`config.mk`:
```
export PLATFORM = sky130hd
export DESIGN_NAME = jpf_fifo
export DESIGN_NICKNAME = d
export VERILOG_FILES = /design/src/hw/rtl/jpf_pkg.sv /design/src/hw/rtl/jpf_fifo.sv
export SDC_FILE = /design/constraint.sdc
export NUM_CORES = 1
export LEC_CHECK = 0
export BUFFER_PORTS_ARGS = -buffer_cell sky130_fd_sc_hd__clkbuf_2
export CORE_ASPECT_RATIO = 0.7
export CORE_UTILIZATION = 55
export CTS_CLUSTER_SIZE = 28
export DETAILED_ROUTE_END_ITERATION = 6
export PLACE_DENSITY = 0.79
export RECOVER_POWER = 100
export SLEW_MARGIN = 20
export SYNTH_ARGS = -nofsm -noshare
export SYNTH_HDL_FRONTEND = slang
export SYNTH_SLANG_ARGS = --single-unit
```
`constraint.sdc`:
```
create_clock -name clk -period 8 [get_ports clk]
set_input_delay 0.8 -clock clk [delete_from_list [all_inputs] [get_ports clk]]
set_output_delay 0.8 -clock clk [all_outputs]
set_load 0.02 [all_outputs]
```
`src/hw/rtl/jpf_pkg.sv`:
```
// shared constants, types and state codes of the jaffe potential and force block
// no dependencies
package jpf_pkg;

    localparam int MAX_DIMS  = 3;
    localparam int FRAC_BITS = 16;
    localparam int DATA_W    = 32;
    localparam int R2_W      = 2 * DATA_W;
    localparam int S_W       = DATA_W + 1;
    localparam int LOG_FRAC  = 28;
    localparam int L_W       = 6 + LOG_FRAC;
    localparam int DEN_W     = R2_W + S_W;
    localparam int NUM_W     = 2 * DATA_W + 2 * FRAC_BITS;
    localparam int CNT_W     = $clog2(NUM_W);
    localparam int Q_DEPTH   = 4;
    localparam int QP_W      = $clog2(Q_DEPTH);
    localparam int QC_W      = $clog2(Q_DEPTH + 1);

    // ln(2) in q.28
    localparam logic [27:0] LN2_Q28 = 28'd186065280;

    // register indexes
    localparam logic [1:0] REG_DIMS  = 2'd0;
    localparam logic [1:0] REG_MASS  = 2'd1;
    localparam logic [1:0] REG_SCALE = 2'd2;
    localparam logic [1:0] REG_PSCL  = 2'd3;

    // one classified word waiting for the back end
    typedef struct packed {
        logic [2:0]              neg;
        logic [2:0][DATA_W-1:0]  mag;
        logic [R2_W-1:0]         r2;
        logic [1:0]              dims;
    } job_t;

    // queue status seen by both sides
    typedef struct packed {
        logic            empty;
        logic [QC_W-1:0] count;
    } q_status_t;

    typedef enum logic [3:0] {
        ST_IDLE,
        ST_SQRT,
        ST_NORM_S,
        ST_LOG_S,
        ST_NORM_R,
        ST_LOG_R,
        ST_LN,
        ST_POT,
        ST_DEN_LO,
        ST_DEN_HI,
        ST_COMP,
        ST_DIV,
        ST_WRITE,
        ST_DONE
    } state_t;

endpackage

```
`src/hw/rtl/jpf_fifo.sv`:
```
// short queue between front and back end
// depends on jpf_pkg
module jpf_fifo (
    input  logic               clk,
    input  logic               rst_n,
    input  logic               push,
    input  jpf_pkg::job_t      wr_job,
    input  logic               pop,
    output jpf_pkg::job_t      rd_job,
    output jpf_pkg::q_status_t qs
);
    import jpf_pkg::*;

    job_t            slot_reg [Q_DEPTH];
    logic [QP_W-1:0] wr_ptr_reg;
    logic [QP_W-1:0] rd_ptr_reg;
    logic [QC_W-1:0] count_reg;

    // pointers and fill level
    always_ff @(posedge clk or negedge rst_n)
    begin
        if (!rst_n)
        begin
            wr_ptr_reg <= '0;
            rd_ptr_reg <= '0;
            count_reg  <= '0;
        end
        else
        begin
            if (push)
                wr_ptr_reg <= wr_ptr_reg + QP_W'(1);
            if (pop)
                rd_ptr_reg <= rd_ptr_reg + QP_W'(1);
            count_reg <= count_reg + QC_W'(push) - QC_W'(pop);
        end
    end

    // storage
    always_ff @(posedge clk)
    begin
        if (push)
            slot_reg[wr_ptr_reg] <= wr_job;
    end

    assign rd_job   = slot_reg[rd_ptr_reg];
    assign qs.count = count_reg;
    assign qs.empty = (count_reg == '0);

endmodule

```
# ---- Yosys cells after proc, flatten, opt, wreduce, memory -nomap -nowiden
# Memories as Yosys holds them, arrays and structs flattened.
# Index checks and enable logic that the tools add are counted.
dict set report totals {
  reg_bits 7
  n_memories 1
  out_inout_bits 169
  rom_bits 0
  latch_bits 0
  ram_bits 660
  in_bits 169
  elab_cells 11
}
dict set report classes {
  n_lt_le_gt_ge 0
  div_mod_pow 0
  shift 0
  eq_ne 0
  n_mux 2
  n_addsub 4
  n_bitwise 0
  reduce_logical 1
  n_mul 0
}
# name depth width rd rd_ports_with_merged_regs write_ports line
set mem_list {}
lappend mem_list {slot_reg 4 165 1 0 1 jpf_fifo.sv:14} ;# job_t slot_reg [Q_DEPTH];
# operator count
set op_table {}
lappend op_table {{adder 2 x 1 -> 2 bit, second input constant} 2}
lappend op_table {{adder 3 x 1 -> 3 bit} 1}
lappend op_table {{logical NOT 3 bit} 1}
lappend op_table {{subtractor 3 x 1 -> 3 bit} 1}
lappend op_table {{2-to-1 mux 1 bit} 2}

# ---- Longest topological paths before layout
dict set report depth {
  ltp_word 2
  depth_mapped 7
  mapped_depth_nobuf 7
}

# ---- Least setup slack after synthesis
# Ideal clock, no wire load.
dict set report synth_path {
  kind {in2reg}
  startpoint {in push}
  endpoint {mem slot_reg[0][0] (netlist bit) (enable)}
  stages 1
  path_buffers 0
  t_arrival_ns 4.558
  path_slack_ns 2.898
  setup_ns 0.544
  required_ns 7.456
  path_cell_list {and2_1}
}
dict set report synth_between {
  elab_chain_cells 2
}
# element line
set synth_lines {}
lappend synth_lines {{start, declared} jpf_fifo.sv:6} ;# input logic push,
lappend synth_lines {{2-to-1 mux 1 bit} jpf_fifo.sv:41} ;# if (push)
lappend synth_lines {{2-to-1 mux 1 bit (not written as such)} jpf_fifo.sv:42} ;# slot_reg[wr_ptr_reg] <= wr_job;
lappend synth_lines {{end, declared} jpf_fifo.sv:14}
# No other way between the ends.

==> reports/qor.log <==
qor: worst_setup_path.reg2reg_setup_slack 2.75 ns
qor: clock_network.tritoncts built
qor: cells_and_area.fraction_of_final_layout_cells_with_drive_strength_greater_than_1 0.198
qor: clock_network.post_cts_buffers 0
qor: timing.finalCritPeriodShare 0.671
qor: power_and_ir_drop.p_per_area 388 nW/um^2
qor: logic_synthesis.synthCells 895
qor: power_and_ir_drop.comb_power_share 0.300
qor: cells_and_area.fillCellCount 2,897
qor: global_routing.first_global_vias 11,100
qor: hold_path.hold_path_class input pin to asynchronous set/reset pin
qor: clock_network.clock_latency 0.58 ns
qor: worst_setup_path.timing.critical_path.cells clkbuf_2 -> mux4_2 -> clkbuf_1
qor: logic_synthesis.postSynthNetCount 1,071
qor: timing.number_of_failing_hold_endpoints_at_the_final_stage 0
qor: logic_synthesis.synth.yosys.warnings 0
qor: drt.route.detailed.drc 0
qor: logic_synthesis.synth_sequential_area_ratio 0.826
qor: cells_and_area.finish.utilization 0.651
qor: clock_network.clk_pin_slew 0.07 ns
qor: logic_synthesis.syn-mean-instance-area 27.0 um^2
qor: floorplan.placement_rows 63
qor: timing.worst_pin_slew 4.75 ns
qor: cells_and_area.final_area 27,900 um^2
qor: worst_setup_path.cp.required 7.20 ns
qor: timing.finalSetupViolCount 0
qor: clock_network.cts_buffers 57
qor: drt.avgViaCountPerCell 5.72
qor: cells_and_area.largest_reg_flops 660
qor: worst_setup_path.worstPathArrival 4.57 ns
qor: worst_setup_path.critical_path.max_fanout 65
qor: worst_setup_path.rr_startpoint wr_ptr_reg[0]
qor: clock_network.postCtsResizedCells 0
qor: drt.final_antenna_net_count 0
qor: clock_network.clockBufferDepth 3
qor: clock_network.cts_sinks 667
qor: floorplan.die_w 253 um
qor: status.run_status complete, but fails checks
qor: global_routing.maximum_number_of_pins_on_one_net_before_global_route_repair 106
qor: placement.globalplace.congestion 0.728
qor: floorplan.ios 338
qor: drt.post_drt_wl_per_cell 24.6 um
qor: worst_setup_path.startpoint_type flop
qor: logic_synthesis.synthesis.area 24,200 um^2
qor: worst_setup_path.timing.reg2reg.worst_path_depth 4
qor: timing.timing.final.crit_period 5.37 ns
qor: clock_network.buffer_cell_driving_the_clock_tree_root sky130_fd_sc_hd__clkbuf_16
qor: worst_setup_path.endpoint_type_of_the_worst_setup_path output port
qor: drt.drt_iter0_markers 873
qor: status.failing_checks capacitance limit, slew limit
qor: power_and_ir_drop.power_frac_clock 0.255
qor: power_and_ir_drop.internal-power 7370 uW
qor: worst_setup_path.cp.buffers_inverters 2
qor: cells_and_area.nets 1,441
qor: worst_setup_path.cp_slowest_stage_delay 1.59 ns
qor: logic_synthesis.synth_register_bits 667
qor: timing.timing.final.max_slew_violations 507
qor: timing.rsz0062_at_grt no
qor: clock_network.cts_htree_levels 2
qor: global_routing.track_usage 0.208
qor: power_and_ir_drop.power_leakage 0.00868 uW
qor: power_and_ir_drop.sequentialPowerShare 0.445
qor: worst_setup_path.critical-path-slowest-cell sky130_fd_sc_hd__dfrtp_1
qor: worst_setup_path.timing.setup.critical_path_class flop to output port
qor: floorplan.fp.dieH 177 um
qor: drt.dr_total_vias 10,900
qor: placement.place_hpwl 27,400 um
qor: drt.drt_wl_total 46,800 um
qor: power_and_ir_drop.switching_share 0.319
qor: global_routing.grt_antenna_before_repair 8
qor: placement.placedInstanceArea 26,500 um^2
qor: timing.setup-tns-final 0 ns
qor: floorplan.floorplan.die_area 44,900 um^2
qor: timing.achievable_freq 0.186 GHz
qor: power_and_ir_drop.p_switching 3450 uW
qor: drt.drt-pass1-iter-count 7
qor: worst_setup_path.crit_path_max_delay_family buffers and inverters
qor: power_and_ir_drop.irDropWorstVdd 242 uV
qor: floorplan.floorplan.initialDensity 0.564
qor: global_routing.globalRoute.totalOverflow 0
qor: global_routing.grt_first_pass_wirelength 68,200 um
qor: job.timing.max_cap.violations 9
qor: logic_synthesis.synth_cell_types 17
qor: timing.worst_clock_skew 0.0188 ns
qor: timing.slew-limit-headroom -2.17
qor: clock_network.holdBufCountCts 0
qor: placement.io_buffer_count 337
qor: cells_and_area.areaGrowthSynthToFinish 15.3%
qor: floorplan.coreArea 42,900 um^2
qor: cells_and_area.ff_latch_area 20,000 um^2
qor: worst_setup_path.reg2reg_to slot_reg[0][126]
qor: cells_and_area.multi_input_area 3900 um^2
## synthesized netlist by cell type (all sizes together)
| cell | count | share of area |
|---|---|---|
| and2 | 4 | 0.0010 |
| buf | 36 | 0.012 |
| clkbuf | 1 | 0.00015 |
| dfrtp | 7 | 0.0072 |
| edfxtp | 660 | 0.82 |
| fa | 1 | 0.00083 |
| ha | 6 | 0.0031 |
| inv | 6 | 0.00093 |
| mux4 | 165 | 0.15 |
| nand2 | 2 | 0.00031 |
| nor3 | 1 | 0.00021 |
| o21ai | 1 | 0.00021 |
| xnor2 | 3 | 0.0011 |
| xor2 | 2 | 0.00072 |
## cell families after synthesis
family | Yosys count | share of synthesized area
AND/OR/NAND/NOR | 7 | 0.00155
buffers and inverters | 43 | 0.0127
flip-flops | 667 | 0.826
adder cells (fa/ha/maj) | 7 | 0.00393
XOR/XNOR | 5 | 0.00181
AO/OA/AOI/OAI | 1 | 0.000207
multiplexers | 165 | 0.154
## worst register-to-register path, stage by stage (launching register included)
cell and delay [ns]:
sky130_fd_sc_hd__dfrtp_1 0.43, sky130_fd_sc_hd__inv_1 0.12, sky130_fd_sc_hd__ha_1 0.15, sky130_fd_sc_hd__and2_0 2.23
sky130_fd_sc_hd__clkbuf_2 1.79
## through the flow
stage / instances / hold WS (ns) / total power [uW] / setup slack, ns
after floorplan: 895 / 0.494 / 7300 / 2.90
after global placement: 1791 / 0.518 / 8220 / 4.82
after detailed placement: 1791 / 0.543 / 8280 / 4.79
after CTS: 1895 / 0.0134 / 11100 / 4.13
after global routing: 1898 / 0.125 / 11300 / 2.31
final: 1900 / 0.117 / 10800 / 2.63
## per-layer routing
metal	vias up	global-route usage	share of wire
met5	-	0	0.0010
met4	6	0.0593	0.017
met3	66	0.0661	0.093
met2	456	0.328	0.50
met1	5718	0.283	0.39
li1	4631	-	-
## cell type report
type / count / area share
sequential: 667 / 0.717
tap: 585 / 0.0262
clock buffer: 67 / 0.0532
timing repair buffer: 348 / 0.0491
multi-input combinational: 185 / 0.140
clock inverter: 37 / 0.0137
antenna: 5 / 0.000449
inverter: 6 / 0.000807
## placed cells by master (no fill, tap or decap), types with 2 or more instances in the layout
cell type                    instances
sky130_fd_sc_hd__clkbuf_1          340
sky130_fd_sc_hd__ha_1                6
sky130_fd_sc_hd__buf_4               5
sky130_fd_sc_hd__dfrtp_1             7
sky130_fd_sc_hd__clkinv_2            7
sky130_fd_sc_hd__inv_1               6
sky130_fd_sc_hd__bufinv_16           8
sky130_fd_sc_hd__xor2_1              2
sky130_fd_sc_hd__diode_2             5
sky130_fd_sc_hd__mux4_2            165
sky130_fd_sc_hd__xnor2_1             3
sky130_fd_sc_hd__clkinv_1           18
sky130_fd_sc_hd__nand2_1             2
sky130_fd_sc_hd__clkbuf_16          58
sky130_fd_sc_hd__and2_0              4
sky130_fd_sc_hd__clkinvlp_4          3
sky130_fd_sc_hd__edfxtp_1          660
sky130_fd_sc_hd__clkbuf_2           10
sky130_fd_sc_hd__buf_12              2
## power groups by stage
stage / logic, uW / registers [uW] / clock network (uW)
3_3_place_gp: 3400 / 4820 / 0
3_5_place_dp: 3420 / 4860 / 0
6_report: 3250 / 4820 / 2760
4_1_cts: 3450 / 4800 / 2820
5_1_grt: 3470 / 4870 / 2940
2_1_floorplan: 2460 / 4850 / 0
## how the worst max path moves through the flow
| stage | start | endpoint | slack [ns] | depth (start not counted) |
|---|---|---|---|---|
| CTS | rd_ptr_reg[0] | rd_job[70] | 4.13 | 3 |
| detailed placement | rd_ptr_reg[0] | rd_job[66] | 4.79 | 3 |
| global route | wr_ptr_reg[0] | slot_reg[0][135] | 2.31 | 4 |
| finish | rd_ptr_reg[1] | rd_job[61] | 2.63 | 3 |
| floorplan | push | slot_reg[0][0] | 2.90 | 1 |
| global placement | rd_ptr_reg[0] | rd_job[66] | 4.82 | 3 |
Power figures use the tool's default switching activity.
